==> config.mk <==
export PLATFORM = sky130hd
export DESIGN_NAME = ct3_result_queue
export DESIGN_NICKNAME = d
export VERILOG_FILES = /design/src/hdl/ct3_pkg.sv /design/src/hdl/ct3_result_queue.sv
export SDC_FILE = /design/constraint.sdc
export NUM_CORES = 1
export LEC_CHECK = 0
export BUFFER_PORTS_ARGS = -buffer_cell sky130_fd_sc_hd__buf_2
export CORE_MARGIN = 2
export CORE_UTILIZATION = 45
export CTS_CLUSTER_DIAMETER = 200
export DETAILED_ROUTE_END_ITERATION = 12
export MAX_ROUTING_LAYER = met4
export PLACE_DENSITY = 0.74
export RECOVER_POWER = 25
export SYNTH_ARGS = -nofsm -noshare
export SYNTH_HDL_FRONTEND = slang
export SYNTH_SLANG_ARGS = --single-unit
==> constraint.sdc <==
create_clock -name clk -period 4.9 [get_ports clk]
set_input_delay 0.735 -clock clk [delete_from_list [all_inputs] [get_ports clk]]
set_output_delay 0.735 -clock clk [all_outputs]
set_load 0.01 [all_outputs]
==> src/hdl/ct3_pkg.sv <==
`timescale 1ns / 1ps
// ----------------------------------------------------------------------------
// ct3_pkg
// Shared types and constants of the 3x3 census transform.
// ----------------------------------------------------------------------------
package ct3_pkg;

	// register indexes (paddr[2])
	localparam logic REG_IDX_WIDTH  = 1'b0;
	localparam logic REG_IDX_HEIGHT = 1'b1;

	localparam int          REG_BITS       = 12;
	localparam logic [11:0] WIDTH_RESET    = 12'd640;
	localparam logic [11:0] HEIGHT_RESET   = 12'd480;
	localparam int          MAX_HEIGHT     = 2048;

	// results one pixel can release: interior, right border, bottom, corner
	localparam int N_SLOT = 4;

	// one result word, code in the lowest bits
	typedef struct packed {
		logic        frame_end;
		logic [10:0] column;
		logic [10:0] row;
		logic [7:0]  code;
	} result_t;

	// control from the pixel stage to the window
	typedef struct packed {
		logic adv;
		logic first_col;
	} win_ctl_t;

endpackage

==> src/hdl/ct3_result_queue.sv <==
`timescale 1ns / 1ps
// ----------------------------------------------------------------------------
// ct3_result_queue
// Holds the results of one pixel step and sends them one word per cycle
// while m_tready is high, lowest slot first, through an output register.
// ----------------------------------------------------------------------------
module ct3_result_queue
	import ct3_pkg::*;
(
	input  logic                     clk,
	input  logic                     arst_n,
	input  logic                     load,
	input  logic [N_SLOT-1:0]        load_mask,
	input  result_t [N_SLOT-1:0]     load_res,
	output logic                     free,
	output logic                     m_tvalid,
	input  logic                     m_tready,
	output logic [31:0]              m_tdata,
	output logic                     m_tlast
);

	logic [N_SLOT-1:0]    mask_q;
	result_t [N_SLOT-1:0] res_q;
	logic                 ov_q;
	result_t              od_q;
	logic                 pop;
	logic [1:0]           sel;

	// lowest pending slot
	always_comb begin
		sel = '0;
		for (int i = N_SLOT - 1; i >= 0; i--) begin
			if (mask_q[i]) sel = 2'(i);
		end
	end

	assign pop  = (mask_q != '0) && (!ov_q || m_tready);
	assign free = (mask_q == '0) || (pop && $onehot(mask_q));

	// slot bundle
	always_ff @(posedge clk or negedge arst_n) begin
		if (!arst_n) begin
			mask_q <= '0;
		end else if (load && free) begin
			mask_q <= load_mask;
		end else if (pop) begin
			mask_q <= mask_q & (mask_q - 1'b1);
		end
	end

	always_ff @(posedge clk) begin
		if (load && free) res_q <= load_res;
	end

	// output register
	always_ff @(posedge clk or negedge arst_n) begin
		if (!arst_n) begin
			ov_q <= 1'b0;
		end else if (pop) begin
			ov_q <= 1'b1;
		end else if (m_tready) begin
			ov_q <= 1'b0;
		end
	end

	always_ff @(posedge clk) begin
		if (pop) od_q <= res_q[sel];
	end

	assign m_tvalid = ov_q;
	assign m_tdata  = {2'b00, od_q.column, od_q.row, od_q.code};
	assign m_tlast  = od_q.frame_end;

endmodule

==> results.cfg <==
[outcome]
status = finished, final reports clean

[flow_run]
max_cap_viol_count = 0

[routing]
ant_nets = 0
wl_per_cell_um = 16.8
via_per_inst = 4.83
drc_errors = 0
via_count = 2884
drt_iter0_markers = 168
wl_mm = 10.0
dr.pass1.iters = 6

[layout]
n_antenna_cell = 0
nNetsFinal = 550
fillers = 988
final_cells = 597
drive_gt1_share_pct = 56.5
stdcell_area_um2 = 7380
final_cell_mix = buf_2, edfxtp_1, mux4_2
final_common_cell = buf_2
syn_to_final_growth_pct = 27.3

[sta]
setup_tns_ns = 0
period_share_pct = 69.5
skew_ns = 0.00464
worstMarginPinSlew_ns = 0.907
report.final.slew_viol_count = 0
max_slew_margin_pct = 39.6
final-hold-violation-count = 0
holdWs_ns = 0.152
rsz0062_at_grt = no
setup_viol = 0
fin_crit_ns = 3.41
max_freq_ghz = 0.294

[critical_path]
end_kind = register
crit_end = res_q[92]
r2r_start = mask_q[0]
worstPathArrival_ns = 3.48
cp_max_fo = 72
r2r_cells = 10
start_kind = register
critPathRequiredTime_ns = 4.98
critPathKind = reg -> reg
crit_start = mask_q[0]
reg2reg_slack_ns = 1.49
timing.rr.end = res_q[92]

[global_route]
grt_pass1_wl_mm = 15.7
grt_overflow = 0
grt_max_degree = 73
grt_usage_pct = 15.9
grt_pass1_vias = 3100
antenna_found_initial = 0

[die]
dieArea_um2 = 13800
io_pins = 167
row_count = 41
core_area_um2 = 12600
die_height_um = 118
initial_core_util_pct = 45.9
die_x_um = 118

[cts]
numClockSinks = 160
hold_buffers = 0
cts_tree = yes
cts_setup_buffers = 0
post_cts_resized = 0
htreeDepth = 4
cts_made_buffers = 17
cts_root_buf = clkbuf_16
insertion_delay_ns = 0.42
clkSlewWorstSetupHoldPaths_ns = 0.07
cts_buffer_depth = 2

[placement]
portBuffers = 164
gp_congestion = 0.808
dp_hpwl_mm = 6.84
placed_area_um2 = 6820
dp_cells = 565

[logic_synthesis]
yosys_warnings = 0
seq_area_frac_synth_pct = 82.4
yosysUniqueCellTypes = 25
synth_area_per_cell_um2 = 24.9
netlist_instances = 233
syn_area_um2 = 5800
ys_ff_latch = 160

[power_and_ir_drop]
p_sw_share_pct = 29.0
clkPwrFrac_pct = 24.7
p_per_area_nw_per_um2 = 679
p_leak_nw = 2.80
p_sw_mw = 1.45
p_seq_share_pct = 48.1
internal_power_mw = 3.56
comb_power_share_pct = 27.2
peakVddDrop_v = 0.000388

[worst_hold_path]
hold_path_class = in -> async
==> power groups by stage <==
stage / registers, mW / logic, mW / clock network, mW
floorplan: 2.54 / 0.901 / 0
global placement: 2.41 / 1.37 / 0
detailed placement: 2.45 / 1.41 / 0
CTS: 2.42 / 1.41 / 1.27
global route: 2.46 / 1.50 / 1.33
finish: 2.41 / 1.36 / 1.24
==> critical path, stage by stage (launching register included) <==
cell,delay (ns)
dfrtp_1,0.43
inv_1,0.16
fa_1,0.55
inv_1,0.04
ha_1,0.17
ha_1,0.26
nor2_1,0.10
a31o_2,0.17
nand2_1,0.16
inv_4,0.53
buf_12,0.39
==> synthesized netlist by cell type, drive strengths merged <==
cell	count	area share, %
mux4	31	12
inv	6	0.39
nand2	4	0.30
nor3b	1	0.13
a21boi	1	0.13
and2b	1	0.15
buf	8	1.1
a21oi	1	0.086
ha	5	1.1
fa	1	0.35
mux2	4	0.78
conb	1	0.065
nor2	3	0.19
nand2b	1	0.11
o22ai	1	0.11
dfrtp	5	2.2
edfxtp	155	80
o21ai	1	0.15
nor3	2	0.26
a31o	1	0.15
==> cell type report <==
cell class                 instances  area [µm²]  share of cell area, %
inverter                           6        25.0                  0.339
sequential                       160        4780                   64.7
tap                              172         215                   2.92
clock buffer                      17         425                   5.76
clock inverter                    15         140                   1.90
multi-input combinational         60         942                   12.8
timing repair buffer             167         855                   11.6
==> per-layer routing <==
layer / vias up / GRT usage (%) / wire length (µm)
met4: 0 / 7.83 / 216
met3: 18 / 5.18 / 673
met5: - / - / 0
met2: 121 / 25.3 / 5190
met1: 1420 / 18.5 / 3960
li1: 1325 / - / -
==> sequential cells by signal, summed over array words and instances (netlist names) <==
name      cells
mask_q        4
m_tdata      30
m_tvalid      1
m_tlast       1
res_q       124
==> worst min path at each step <==
stage	start	endpoint	slack [ns]	cells after the start
2_1_floorplan	arst_n	m_tvalid	0.44	0
3_3_place_gp	mask_q[3]	m_tvalid	0.52	2
3_5_place_dp	arst_n	m_tvalid	0.55	1
4_1_cts	arst_n	m_tvalid	0.1	1
5_1_grt	arst_n	m_tvalid	0.15	1
6_report	arst_n	m_tvalid	0.15	1
==> per-stage QoR <==
stage	power [mW]	utilization, %	worst slack (ns)
2_1_floorplan	3.44	-	0.0939
3_5_place_dp	3.86	54.0	1.49
5_1_grt	5.29	58.5	1.24
6_report	5.02	58.5	1.49
4_1_cts	5.10	58.5	1.49
3_3_place_gp	3.78	54.0	1.59
==> kinds of logic (layout without fill, tap and decap cells) <==
group,count (synthesis),count (layout),synth area share (%)
other cells,1,2,0.0647
flops,160,160,82.4
buf+inv,14,205,1.49
fa+ha+maj,6,6,1.42
compound gates,5,5,0.626
simple gates,12,12,1.14
mux,35,35,12.8
No activity file was read; power rests on OpenSTA's default activity.
