--- src/hdl/ct3_pkg.sv ---
`timescale 1ns / 1ps
// ----------------------------------------------------------------------------
// ct3_pkg
// Shared types and constants of the 3x3 census transform.
// ----------------------------------------------------------------------------
package ct3_pkg;

	// register indexes (paddr[2])
	localparam logic REG_IDX_WIDTH  = 1'b0;
	localparam logic REG_IDX_HEIGHT = 1'b1;

	localparam int          REG_BITS       = 12;
	localparam logic [11:0] WIDTH_RESET    = 12'd640;
	localparam logic [11:0] HEIGHT_RESET   = 12'd480;
	localparam int          MAX_HEIGHT     = 2048;

	// results one pixel can release: interior, right border, bottom, corner
	localparam int N_SLOT = 4;

	// one result word, code in the lowest bits
	typedef struct packed {
		logic        frame_end;
		logic [10:0] column;
		logic [10:0] row;
		logic [7:0]  code;
	} result_t;

	// control from the pixel stage to the window
	typedef struct packed {
		logic adv;
		logic first_col;
	} win_ctl_t;

endpackage

--- src/hdl/ct3_window.sv ---
`timescale 1ns / 1ps
// ----------------------------------------------------------------------------
// ct3_window
// 3x3 pixel window and the four census codes of one pixel step: interior,
// right border replicated, bottom row replicated, and the bottom-right corner.
// ----------------------------------------------------------------------------
module ct3_window
	import ct3_pkg::*;
#(
	parameter int P = 8
) (
	input  logic                  clk,
	input  logic                  arst_n,
	input  win_ctl_t              ctl,
	input  logic [2:0][P-1:0]     col_in,
	output logic [N_SLOT-1:0][7:0] codes
);

	typedef logic [2:0][2:0][P-1:0] win_t;

	win_t w_q, nw, tw, bw, bc;

	function automatic logic [7:0] census(win_t wv);
		logic [P-1:0] ctr;
		logic [7:0]   v;
		ctr  = wv[1][1];
		v[0] = ctr > wv[0][0];
		v[1] = ctr > wv[0][1];
		v[2] = ctr > wv[0][2];
		v[3] = ctr > wv[1][0];
		v[4] = ctr > wv[1][2];
		v[5] = ctr > wv[2][0];
		v[6] = ctr > wv[2][1];
		v[7] = ctr > wv[2][2];
		return v;
	endfunction

	// next window: shift in the new column, or fill at column zero
	always_comb begin
		for (int i = 0; i < 3; i++) begin
			if (ctl.first_col) begin
				nw[i][0] = col_in[i];
				nw[i][1] = col_in[i];
				nw[i][2] = col_in[i];
			end else begin
				nw[i][0] = w_q[i][1];
				nw[i][1] = w_q[i][2];
				nw[i][2] = col_in[i];
			end
		end
	end

	// border variants
	always_comb begin
		for (int i = 0; i < 3; i++) begin
			tw[i][0] = nw[i][1];
			tw[i][1] = nw[i][2];
			tw[i][2] = nw[i][2];
		end
		bw[0] = nw[1];
		bw[1] = nw[2];
		bw[2] = nw[2];
		bc[0] = tw[1];
		bc[1] = tw[2];
		bc[2] = tw[2];
	end

	always_ff @(posedge clk or negedge arst_n) begin
		if (!arst_n) begin
			w_q <= '0;
		end else if (ctl.adv) begin
			w_q <= nw;
		end
	end

	assign codes[0] = census(nw);
	assign codes[1] = census(tw);
	assign codes[2] = census(bw);
	assign codes[3] = census(bc);

endmodule

--- config.mk ---
export PLATFORM = sky130hd
export DESIGN_NAME = ct3_window
export DESIGN_NICKNAME = d
export VERILOG_FILES = /design/src/hdl/ct3_pkg.sv /design/src/hdl/ct3_window.sv
export SDC_FILE = /design/constraint.sdc
export NUM_CORES = 1
export LEC_CHECK = 0
export BUFFER_PORTS_ARGS = -buffer_cell sky130_fd_sc_hd__buf_2
export CAP_MARGIN = 40
export CORE_UTILIZATION = 25
export CTS_BUF_LIST = sky130_fd_sc_hd__clkbuf_16
export DETAILED_ROUTE_END_ITERATION = 7
export GPL_ROUTABILITY_DRIVEN = 0
export GPL_TIMING_DRIVEN = 0
export SYNTH_ARGS = -nofsm -noshare
export SYNTH_HDL_FRONTEND = slang
export SYNTH_SLANG_ARGS = --single-unit
--- constraint.sdc ---
create_clock -name clk -period 3.5 [get_ports clk]
set_clock_uncertainty 0.2 [all_clocks]
set_input_delay 0.175 -clock clk [delete_from_list [all_inputs] [get_ports clk]]
set_output_delay 0.175 -clock clk [all_outputs]
set_load 0.01 [all_outputs]
==> results of run 1 <==
## layout make-up
cell class,count,area [um^2],area share
Timing Repair Buffer,66,410,0.0677
Tap cell,270,338,0.0557
Sequential cell,48,1200,0.198
Clock buffer,5,125,0.0206
Clock inverter,3,13.8,0.00227
Inverter,41,154,0.0254
Multi-Input combinational cell,424,3600,0.594
Buffer,25,223,0.0367
## power by group
part / leakage (nW) / total [mW] / switching (mW) / internal [mW]
clock: 0.0710 / 0.490 / 0.229 / 0.261
combinational: 2.25 / 0.933 / 0.526 / 0.407
sequential: 0.551 / 0.649 / 0.0336 / 0.615
total: 2.87 / 2.07 / 0.788 / 1.28
## worst max-delay path: stages
cell	delay [ns]
dlygate4sd3_1	0.55
buf_2	0.16
mux2i_2	0.56
inv_1	0.15
ha_1	0.23
nor2b_1	0.11
o211ai_1	0.09
a21oi_1	0.18
o21ba_2	0.20
buf_2	0.13
## cell families (layout without fill, tap and decap cells)
family | Yosys count | in the layout | synth area share
adders and majority gates | 120 | 120 | 0.291
and+or+nand+nor | 98 | 98 | 0.0931
muxes | 69 | 69 | 0.154
AOI/OAI and AO/OA | 132 | 132 | 0.156
other | 1 | 5 | 0.000726
buffers and inverters | 66 | 140 | 0.0730
DFF | 48 | 48 | 0.233
## metrics by stage
stage / std cells / hold WS [ns] / util / power, mW
floorplan: 538 / -0.321 / - / 1.29
global placement: 860 / 0.252 / 0.285 / 1.56
detailed placement: 861 / 0.0264 / 0.286 / 1.58
CTS: 882 / 0.000137 / 0.300 / 2.10
global route: 882 / 0.0144 / 0.300 / 2.24
finish: 882 / 0.00805 / 0.300 / 2.07
## placed cells by master (no fill, tap or decap), types with 3 or more instances in the layout
cell / instances
buf_2: 57
buf_6: 6
o21ba_2: 6
a21oi_2: 11
o211ai_1: 15
buf_4: 12
mux2i_2: 13
inv_1: 41
o21ai_0: 18
nand2_1: 18
buf_12: 3
nor2b_1: 15
ha_1: 120
mux2i_1: 29
mux2_2: 25
nand4_1: 30
nor2_1: 35
dlygate4sd3_1: 13
dfrtp_1: 48
a21oi_1: 72
o22a_1: 9
clkbuf_16: 5
conb_1: 5
## per-layer routing
layer	part of all wire	routed length, um
met1	0.47	6630
met2	0.49	6860
met3	0.022	305
met4	0.019	267
met5	0	0
## how the worst max path moves through the flow
| stage | endpoint | from | cells after the start |
|---|---|---|---|
| 2_1_floorplan | codes[21] | ctl[0] | 10 |
| 3_3_place_gp | codes[17] | ctl[0] | 10 |
| 3_5_place_dp | codes[17] | ctl[0] | 10 |
| 4_1_cts | codes[17] | col_in[8] | 10 |
| 5_1_grt | codes[17] | col_in[8] | 10 |
| 6_report | codes[17] | col_in[8] | 10 |
## repair_timing
item,4_1_cts,5_1_grt
buffers inserted,0,0
hold buffers,13,0
resized for setup,0,0
endpoints found under the hold margin,35,0
==> results by group, run 1 <==
Run status
  – Status: completed

Hold path
  – Worst hold path startpoint: col_in[17]
  – HP Class: input port to flop
  – Worst Hold Path Cells: 2
  – Hold EP: w_q[65]

Drt
  – Routed WL: 14.1 mm
  – Remaining DRCs: 0
  – Via Count: 4096
  – Average wire per cell in the routed design: 15.9 um
  – Initial DRC count: 211
  – First-pass DRT Iterations: 4
  – Antenna-violating nets left: 0
  – Via-to-Cell Ratio: 4.64

Critical path
  – CP startpoint kind: input port
  – Critical path peak fanout: 8
  – Worst Setup Path Type: input port to primary output
  – CP Capture Type: primary output
  – Worst r2r src: w_q[40]
  – CP required: 3.12 ns
  – Critical Path AT: 2.55 ns
  – Setup slack, reg-to-reg: 2.11 ns
  – Worst r2r dst: w_q[32]
  – Reg2reg path depth: 2

Timing
  – Max-slew headroom: 0.533
  – Slew @ Worst Pin: 0.688 ns
  – Final min period: 2.93 ns
  – RSZ-0062 raised after global routing: false
  – Setup violations, final: 0
  – Peak Freq: 342 MHz
  – Final Hold Viols: 0
  – Fin crit share: 0.837
  – Final max-slew violation count: 0
  – Total negative slack: 0 ns
  – Final Worst Setup Slack: 0.572 ns

Flow run
  – Max_cap viols: 0

Logic synthesis
  – Cell with the most instances after synthesis: ha_1
  – Warnings from Yosys: 0
  – Most used DFF post-synth: dfrtp_1
  – Synth top area share: 0.291
  – Post-synthesis sequential area ratio: 0.233
  – Synthesized area per cell: 9.67 um^2
  – Post-synth EDFFs: 0
  – Cell taking the most area after synthesis: ha_1
  – Synthesized area: 5160 um^2
  – Post-Syn Instances: 534
  – Ys async rst share: 1.00
  – Netlist cell types: 23
  – Synth cell count leaders: ha_1 (120), a21oi_1 (72), dfrtp_1 (48)
  – Synth area leaders: ha_1 (29%), dfrtp_1 (23%), a21oi_1 (7.0%)
  – Flop and latch count out of synthesis: 48

Global route
  – Initial antenna violation count: 0
  – Met3 usage: 0.0157
  – Met1 Track Usage GR: 0.182
  – Vias in the first global route: 4061
  – Grt ovf: 0
  – Total Routing Usage GR: 0.138
  – Global-route wire length before repair: 22.8 mm
  – Pin count of the biggest net entering global routing: 26
  – Top Usage Layer GRT: met2
  – Met2 usage: 0.238

Floorplan
  – Row cnt: 52
  – Die H: 146 um
  – Area of the die: 21200 um^2
  – I/O pins: 60
  – Die Wd: 146 um
  – Core area: 20200 um^2
  – Initial Utilization: 0.255

Placed design
  – DP Area: 5800 um^2
  – Pre-CTS WS: 0.910 ns
  – DP HPWL: 11.3 mm
  – Port Buffer Count: 52

Finish
  – Final #Nets: 759
  – Final Cell Area: 6060 um^2
  – Biggest register: w_q
  – Antenna cells: 0
  – Max reg flops: 48
  – Fill cells: 2112
  – Area Growth Syn to Fin: 17.5%
  – Largest registers: w_q x48
  – Share of cells above drive strength 1: 0.232

Clock network
  – Root buffer cell: clkbuf_16
  – H-tree depth: 2
  – Skew-Pair Late Insertion Delay: 0.30 ns
  – Clock buffer depth: 2
  – Num Clock Sinks: 48
  – Clock slew at reported path FFs: 0.07 ns
  – CTS Buf Count: 5
  – CTS tree: built

Power and ir drop
  – PD cells: 342 nW/um^2
  – VDD IR max: 0.181 mV
  – Leak Pwr: 2.87 nW
(Power assumes the default switching activity.)
==> inputs of run 2 (changes only) <==
--- a/config.mk
+++ b/config.mk
@@ -5,6 +5,7 @@
 export SDC_FILE = /design/constraint.sdc
 export NUM_CORES = 1
 export LEC_CHECK = 0
+export ABC_AREA = 1
 export BUFFER_PORTS_ARGS = -buffer_cell sky130_fd_sc_hd__buf_2
 export CAP_MARGIN = 40
 export CORE_UTILIZATION = 25
==> constraint.sdc (replaced) <==
create_clock -name clk -period 2.6 [get_ports clk]
set_clock_uncertainty 0.2 [all_clocks]
set_input_delay 0.13 -clock clk [delete_from_list [all_inputs] [get_ports clk]]
set_output_delay 0.13 -clock clk [all_outputs]
set_load 0.01 [all_outputs]
==> results by group, run 2 <==
Finish
  – Max reg flops: 48 (unchanged)
  – Commonest cells after routing, fill and taps aside: nand2_1 (194), inv_1 (143), ha_1 (120), buf_2 (59), nor2_1 (53)
  – Final #Nets: 1013 (+33%)
  – Final Cell Area: 6630 um^2 (+9.3%)
  – Final cell count without fillers: 1141 (+29%)
  – Most common cell after layout, fill and taps aside: nand2_1
  – Antenna cells: 0 (unchanged)
  – Area Growth Syn to Fin: 21.5%
  – Share of cells above drive strength 1: 0.132 (-0.100)
  – Largest registers: w_q x48
  – Biggest register: w_q

Critical path
  – Worst path max stage delay: 0.53 ns (-0.03 ns)
  – CP startpoint kind: input port
  – CP Capture Type: primary output
  – Critical Path AT: 2.20 ns (-0.35 ns)
  – Slowest-stage cell, CP: dlygate4sd3_1
  – Critical path peak fanout: 6 (-2)
  – Setup slack, reg-to-reg: 1.22 ns (-0.89 ns)
  – Worst r2r src: w_q[71]
  – Worst Setup Path Type: input port to primary output
  – Worst Path Buf+Inv: 5 (+1)
  – CP cell instances: dlygate4sd3_1 > buf_2 > nand2_1 > o21ai_4 > inv_1 > ha_1 > nand2_1 > nor2_2 > nand3_1 > nor2_1 > a21oi_2 > buf_4 > buf_2
  – Reg2reg path depth: 3 (+1)
  – CP required: 2.27 ns (-0.85 ns)
  – Worst r2r dst: w_q[71]
  – Delay-heaviest family, CP: buffers and inverters

Run status
  – Status: completed

Logic synthesis
  – Warnings from Yosys: 0 (unchanged)
  – Post-synth EDFFs: 0 (unchanged)
  – Synth area leaders: ha_1 (28%), dfrtp_1 (22%), nand2_1 (13%)
  – Synth top area share: 0.275 (-0.0155)
  – Cell with the most instances after synthesis: nand2_1
  – Most used DFF post-synth: dfrtp_1
  – Post-synthesis sequential area ratio: 0.220 (-0.0124)
  – Synth cell count leaders: nand2_1 (194), inv_1 (142), ha_1 (120)
  – Ys async rst share: 1.00 (unchanged)
  – Cell taking the most area after synthesis: ha_1
  – Synthesized area per cell: 7.07 um^2 (-27%)
  – Post-Syn Instances: 771 (+44%)
  – Synthesized area: 5450 um^2 (+5.6%)
  – Netlist cell types: 22 (-4.3%)
  – Flop and latch count out of synthesis: 48 (unchanged)

Timing
  – Fin crit share: 0.974
  – RSZ-0062 raised after global routing: true
  – Final min period: 2.53 ns
  – Peak Freq: 395 MHz
  – Max-slew headroom: 0.584 (+0.0517)
  – Slew @ Worst Pin: 0.624 ns (-0.0639 ns)
  – Final Worst Setup Slack: 0.0684 ns (-0.504 ns)
  – Fin Hold WS: 0.00234 ns (-0.00571 ns)
  – Setup violations, final: 0 (unchanged)
  – Final max-slew violation count: 0 (unchanged)
  – Final Hold Viols: 0 (unchanged)

Clock network
  – H-tree depth: 2 (unchanged)
  – Skew-Pair Late Insertion Delay: 0.29 ns (about the same)
  – Clock buffer depth: 2 (unchanged)
  – Clock slew at reported path FFs: 0.07 ns (about the same)
  – Num Clock Sinks: 48 (unchanged)
  – Root buffer cell: clkbuf_16
  – CTS Buf Count: 5 (unchanged)
  – CTS tree: built

Placed design
  – Pre-CTS WS: 0.242 ns (-0.668 ns)
  – Port Buffer Count: 52 (unchanged)
  – DP Area: 6090 um^2 (+5.1%)
  – DP HPWL: 12.4 mm (+10%)
  – Placed cells: 1103 (+28%)

Hold path
  – HP Class: input port to flop
  – Worst Hold Path Cells: 3 (+1)
  – Worst hold path startpoint: col_in[12]
  – Hold EP: w_q[44]

Drt
  – Remaining DRCs: 0 (unchanged)
  – Average wire per cell in the routed design: 14.0 um (-12%)
  – Initial DRC count: 207 (-1.9%)
  – Routed WL: 16.0 mm (+14%)
  – Via Count: 5068 (+24%)
  – Antenna-violating nets left: 0 (unchanged)
  – Via-to-Cell Ratio: 4.44 (-4.4%)
  – First-pass DRT Iterations: 4 (unchanged)

Global route
  – Initial antenna violation count: 0 (unchanged)
  – Pin count of the biggest net entering global routing: 36 (+38%)
  – Total Routing Usage GR: 0.148 (+0.00916)
  – Vias in the first global route: 4895 (+21%)
  – Grt ovf: 0 (unchanged)
  – Global-route wire length before repair: 25.2 mm (+10%)

Flow run
  – Max_cap viols: 0 (unchanged)

Power and ir drop
  – Leak Pwr: 3.64 nW (+27%)
  – VDD IR max: 0.182 mV (+0.60%)
  – PD cells: 417 nW/um^2 (+22%)

Floorplan
  – Core area: 21200 um^2 (+4.9%)
  – Die H: 150 um (+2.7%)
  – Initial Utilization: 0.257 (+0.00183)
  – Die Wd: 150 um (+2.7%)
  – Row cnt: 53 (+1.9%)
  – Area of the die: 22400 um^2 (+5.5%)
  – I/O pins: 60 (unchanged)
run 2: cell types whose count changed in the layout (fill, tap and decap cells not counted), sizes merged, moves of 19 or more:
| cell | delta |
|---|---|
| a21oi | -36 |
| inv | +105 |
| mux2 | -25 |
| mux2i | -44 |
| nand2 | +178 |
| nand4 | -30 |
| nor2 | +21 |
| o21a | +19 |
| o21ai | +54 |
run 2: per-stage QoR:
| stage | util | total power, mW | TNS, ns |
|---|---|---|---|
| floorplan | - | 1.69 | 0 |
| global placement | 0.286 | 2.03 | 0 |
| detailed placement | 0.287 | 2.07 | 0 |
| global route | 0.312 | 3.01 | -0.0545 |
| CTS | 0.306 | 2.75 | 0 |
| finish | 0.312 | 2.76 | 0 |
run 2: worst max path at each step:
stage	endpoint	start	slack [ns]	cells after the start
2_1_floorplan	codes[21]	ctl[0]	0.60	12
3_3_place_gp	codes[21]	ctl[0]	0.23	12
3_5_place_dp	codes[21]	ctl[0]	0.24	12
4_1_cts	codes[29]	col_in[22]	0.004	12
5_1_grt	codes[29]	col_in[22]	-0.05	13
6_report	codes[29]	col_in[22]	0.07	13
run 2: power breakdown:
group | total (mW) | internal (mW) | switching, mW | leakage, nW
clock network | 0.640 | 0.348 | 0.293 | 0.0738
registers | 0.841 | 0.821 | 0.0195 | 0.588
logic | 1.28 | 0.510 | 0.769 | 2.97
total | 2.76 | 1.68 | 1.08 | 3.64
run 2: routing by layer:
metal,vias up,wire length [um],track usage
met5,-,0,0
met3,16,786,0.0180
li1,2639,-,-
met4,0,259,0.0318
met1,2314,7290,0.190
met2,99,7670,0.261
run 2: final cells by class:
| class | count | area (um^2) |
|---|---|---|
| Fill cell | 2327 | 14600 |
| Multi-Input combinational cell | 554 | 3630 |
| Sequential cell | 48 | 1200 |
| Timing Repair Buffer | 83 | 573 |
| Inverter | 144 | 541 |
| Tap cell | 275 | 344 |
| Buffer | 29 | 204 |
| Clock buffer | 5 | 125 |
| Clock inverter | 3 | 11.3 |
run 2: logic make-up (layout without fill, tap and decap cells):
family	count (synthesis)	after routing	synth area share
AO/OA/AOI/OAI	156	156	0.172
adder cells (fa/ha/maj)	120	120	0.275
buffers and inverters	173	264	0.137
flip-flops	48	48	0.220
other	1	5	0.000688
AND/OR/NAND/NOR	273	273	0.195
run 2: worst register-to-register path, delay by kind of cell (launching register included):
family | cells | cell delay [ns]
AOI/OAI and AO/OA | 1 | 0.07
buffers and inverters | 2 | 0.64
DFF | 1 | 0.36
run 2: timing repair:
action | 4_1_cts | 5_1_grt
hold buffers | 27 | 0
hold endpoints to repair | 76 | 0
resized for setup | 0 | 18
buffers inserted | 0 | 3
setup endpoints to repair | 0 | 13
==> inputs of run 3 (changes only) <==
--- a/config.mk
+++ b/config.mk
@@ -13,6 +13,7 @@
 export DETAILED_ROUTE_END_ITERATION = 7
 export GPL_ROUTABILITY_DRIVEN = 0
 export GPL_TIMING_DRIVEN = 0
+export PLACE_DENSITY = 0.4
 export SYNTH_ARGS = -nofsm -noshare
 export SYNTH_HDL_FRONTEND = slang
 export SYNTH_SLANG_ARGS = --single-unit
==> results by group, run 3 (synthesized netlist as in run 2, its figures left out) <==
Run status
  – Status: completed

Global route
  – Initial antenna violation count: 0 (unchanged)
  – Vias in the first global route: 4738 (-3.2%)
  – Total Routing Usage GR: 0.164 (+0.0167)
  – Pin count of the biggest net entering global routing: 31 (-14%)
  – Grt ovf: 0 (unchanged)
  – Global-route wire length before repair: 27.2 mm (+8.1%)

Drt
  – First-pass DRT Iterations: 4 (unchanged)
  – Antenna-violating nets left: 0 (unchanged)
  – Via-to-Cell Ratio: 4.24 (-4.5%)
  – Average wire per cell in the routed design: 15.3 um (+9.3%)
  – Initial DRC count: 194 (-6.3%)
  – Routed WL: 17.6 mm (+10%)
  – Remaining DRCs: 0 (unchanged)
  – Via Count: 4876 (-3.8%)

Clock network
  – Num Clock Sinks: 48 (unchanged)
  – CTS tree: built
  – CTS Buf Count: 5 (unchanged)
  – Clock slew at reported path FFs: 0.08 ns (about the same)
  – Clock buffer depth: 2 (unchanged)
  – Root buffer cell: clkbuf_16
  – Skew-Pair Late Insertion Delay: 0.30 ns (about the same)
  – H-tree depth: 2 (unchanged)

Floorplan
  – Row cnt: 53 (unchanged)
  – Die H: 150 um (unchanged)
  – Initial Utilization: 0.257 (unchanged)
  – Core area: 21200 um^2 (unchanged)
  – Die Wd: 150 um (unchanged)
  – Area of the die: 22400 um^2 (unchanged)
  – I/O pins: 60 (unchanged)

Critical path
  – CP cell instances: inv_1 > o21ai_2 > inv_2 > ha_1 > nand2_1 > nor2_2 > nand3_1 > nor2_1 > a21oi_2 > buf_4 > buf_2
  – Critical Path AT: 2.17 ns (-0.03 ns)
  – Critical path startpoint: w_q[71]
  – Critical path peak fanout: 5 (-1)
  – Worst Setup Path Type: flop to primary output
  – CP startpoint kind: flop
  – Slowest-stage cell, CP: dfrtp_1
  – Worst path max stage delay: 0.33 ns (-0.20 ns)
  – Worst r2r src: w_q[71]
  – CP required: 2.27 ns (about the same)
  – CP Capture Type: primary output

Finish
  – Share of cells above drive strength 1: 0.150 (+0.0182)
  – Final #Nets: 1021 (+0.79%)
  – Sequential cell area: 1200 um^2 (unchanged)
  – Antenna cells: 0 (unchanged)
  – Biggest register: w_q
  – Largest registers: w_q x48
  – Max reg flops: 48 (unchanged)
  – Fill cells: 2369 (+1.8%)
  – Final Cell Area: 6710 um^2 (+1.2%)
  – Area Growth Syn to Fin: 23.0%
  – Commonest cells after routing, fill and taps aside: nand2_1 (193), inv_1 (140), ha_1 (120), buf_2 (59), nor2_1 (53)
  – Most common cell after layout, fill and taps aside: nand2_1
  – Area of the multi-input gates: 3630 um^2 (+0.17%)

Placed design
  – DP Area: 6090 um^2 (unchanged)
  – DP HPWL: 13.6 mm (+9.0%)
  – Port Buffer Count: 52 (unchanged)

Flow run
  – Max_cap viols: 0 (unchanged)

Power and ir drop
  – PD cells: 425 nW/um^2 (+2.1%)
  – VDD IR max: 0.269 mV (+47%)
  – Leak Pwr: 3.68 nW (+1.2%)

Timing
  – Slew @ Worst Pin: 0.678 ns (+0.0538 ns)
  – Max-slew headroom: 0.548 (-0.0359)
  – Final min period: 2.50 ns (-0.0360 ns)
  – Final max-slew violation count: 0 (unchanged)
  – Fin Hold WS: 0.0179 ns (+0.0156 ns)
  – Fin crit share: 0.960 (-0.0139)
  – Setup violations, final: 0 (unchanged)
  – Final Hold Viols: 0 (unchanged)
  – Peak Freq: 401 MHz (+1.4%)

Hold path
  – HP Class: input port to flop
  – Worst hold path startpoint: col_in[11]
==> run 3: routing by layer <==
layer | up-vias | wire, um | track usage
met5 | - | 0 | 0
met4 | 0 | 106 | 0.0217
met3 | 6 | 579 | 0.0183
met2 | 63 | 8510 | 0.281
met1 | 2163 | 8420 | 0.226
li1 | 2644 | - | -
==> run 3: stage by stage <==
step | instances | total power [mW] | utilization | setup TNS, ns | setup slack [ns]
floorplan | 775 | 1.69 | - | 0 | 0.600
global placement | 1102 | 2.08 | 0.286 | 0 | 0.118
detailed placement | 1103 | 2.09 | 0.287 | 0 | 0.126
CTS | 1135 | 2.84 | 0.307 | 0 | 0.00476
global route | 1149 | 3.12 | 0.316 | -0.00136 | -0.00136
finish | 1149 | 2.85 | 0.316 | 0 | 0.104
==> run 3: worst max-delay path: cells and delay by family, from the launching register on <==
| family | cells | cell delay, ns |
|---|---|---|
| AOI/OAI and AO/OA | 2 | 0.38 |
| and+or+nand+nor | 4 | 0.47 |
| buffers and inverters | 4 | 0.40 |
| adders and majority gates | 1 | 0.30 |
| DFF | 1 | 0.33 |
==> run 3: area by class of cell <==
type	instances	share of cell area
sequential	48	0.179
clock inverter	3	0.00280
multi-input combinational	554	0.542
timing repair buffer	91	0.0951
inverter	144	0.0811
buffer	29	0.0304
clock buffer	5	0.0186
tap	275	0.0513
==> run 3: what timing repair did <==
item                                   in CTS  in global routing
endpoints found under the hold margin      43                  0
setup endpoints to repair                   4                 13
hold buffers                               24                  0
buffers inserted                            0                 14
pin swaps                                   0                  5
gates resized for setup                     6                 16
==> run 3: final timing paths <==
kind | to | slack, ns | cells after the start
hold / removal | w_q[43] | 0.02 | 3
setup / recovery | codes[29] | 0.10 | 11
hold reg to reg | w_q[39] | 0.32 | 2
max in group asynchronous | w_q[43] | 1.51 | 3
setup reg to reg | w_q[71] | 1.18 | 3
min in group asynchronous | w_q[63] | 0.13 | 2
==> run 3: report_power, final <==
part           switching [mW]  internal, mW
Clock                   0.339         0.357
Sequential             0.0194         0.820
Combinational           0.789         0.529
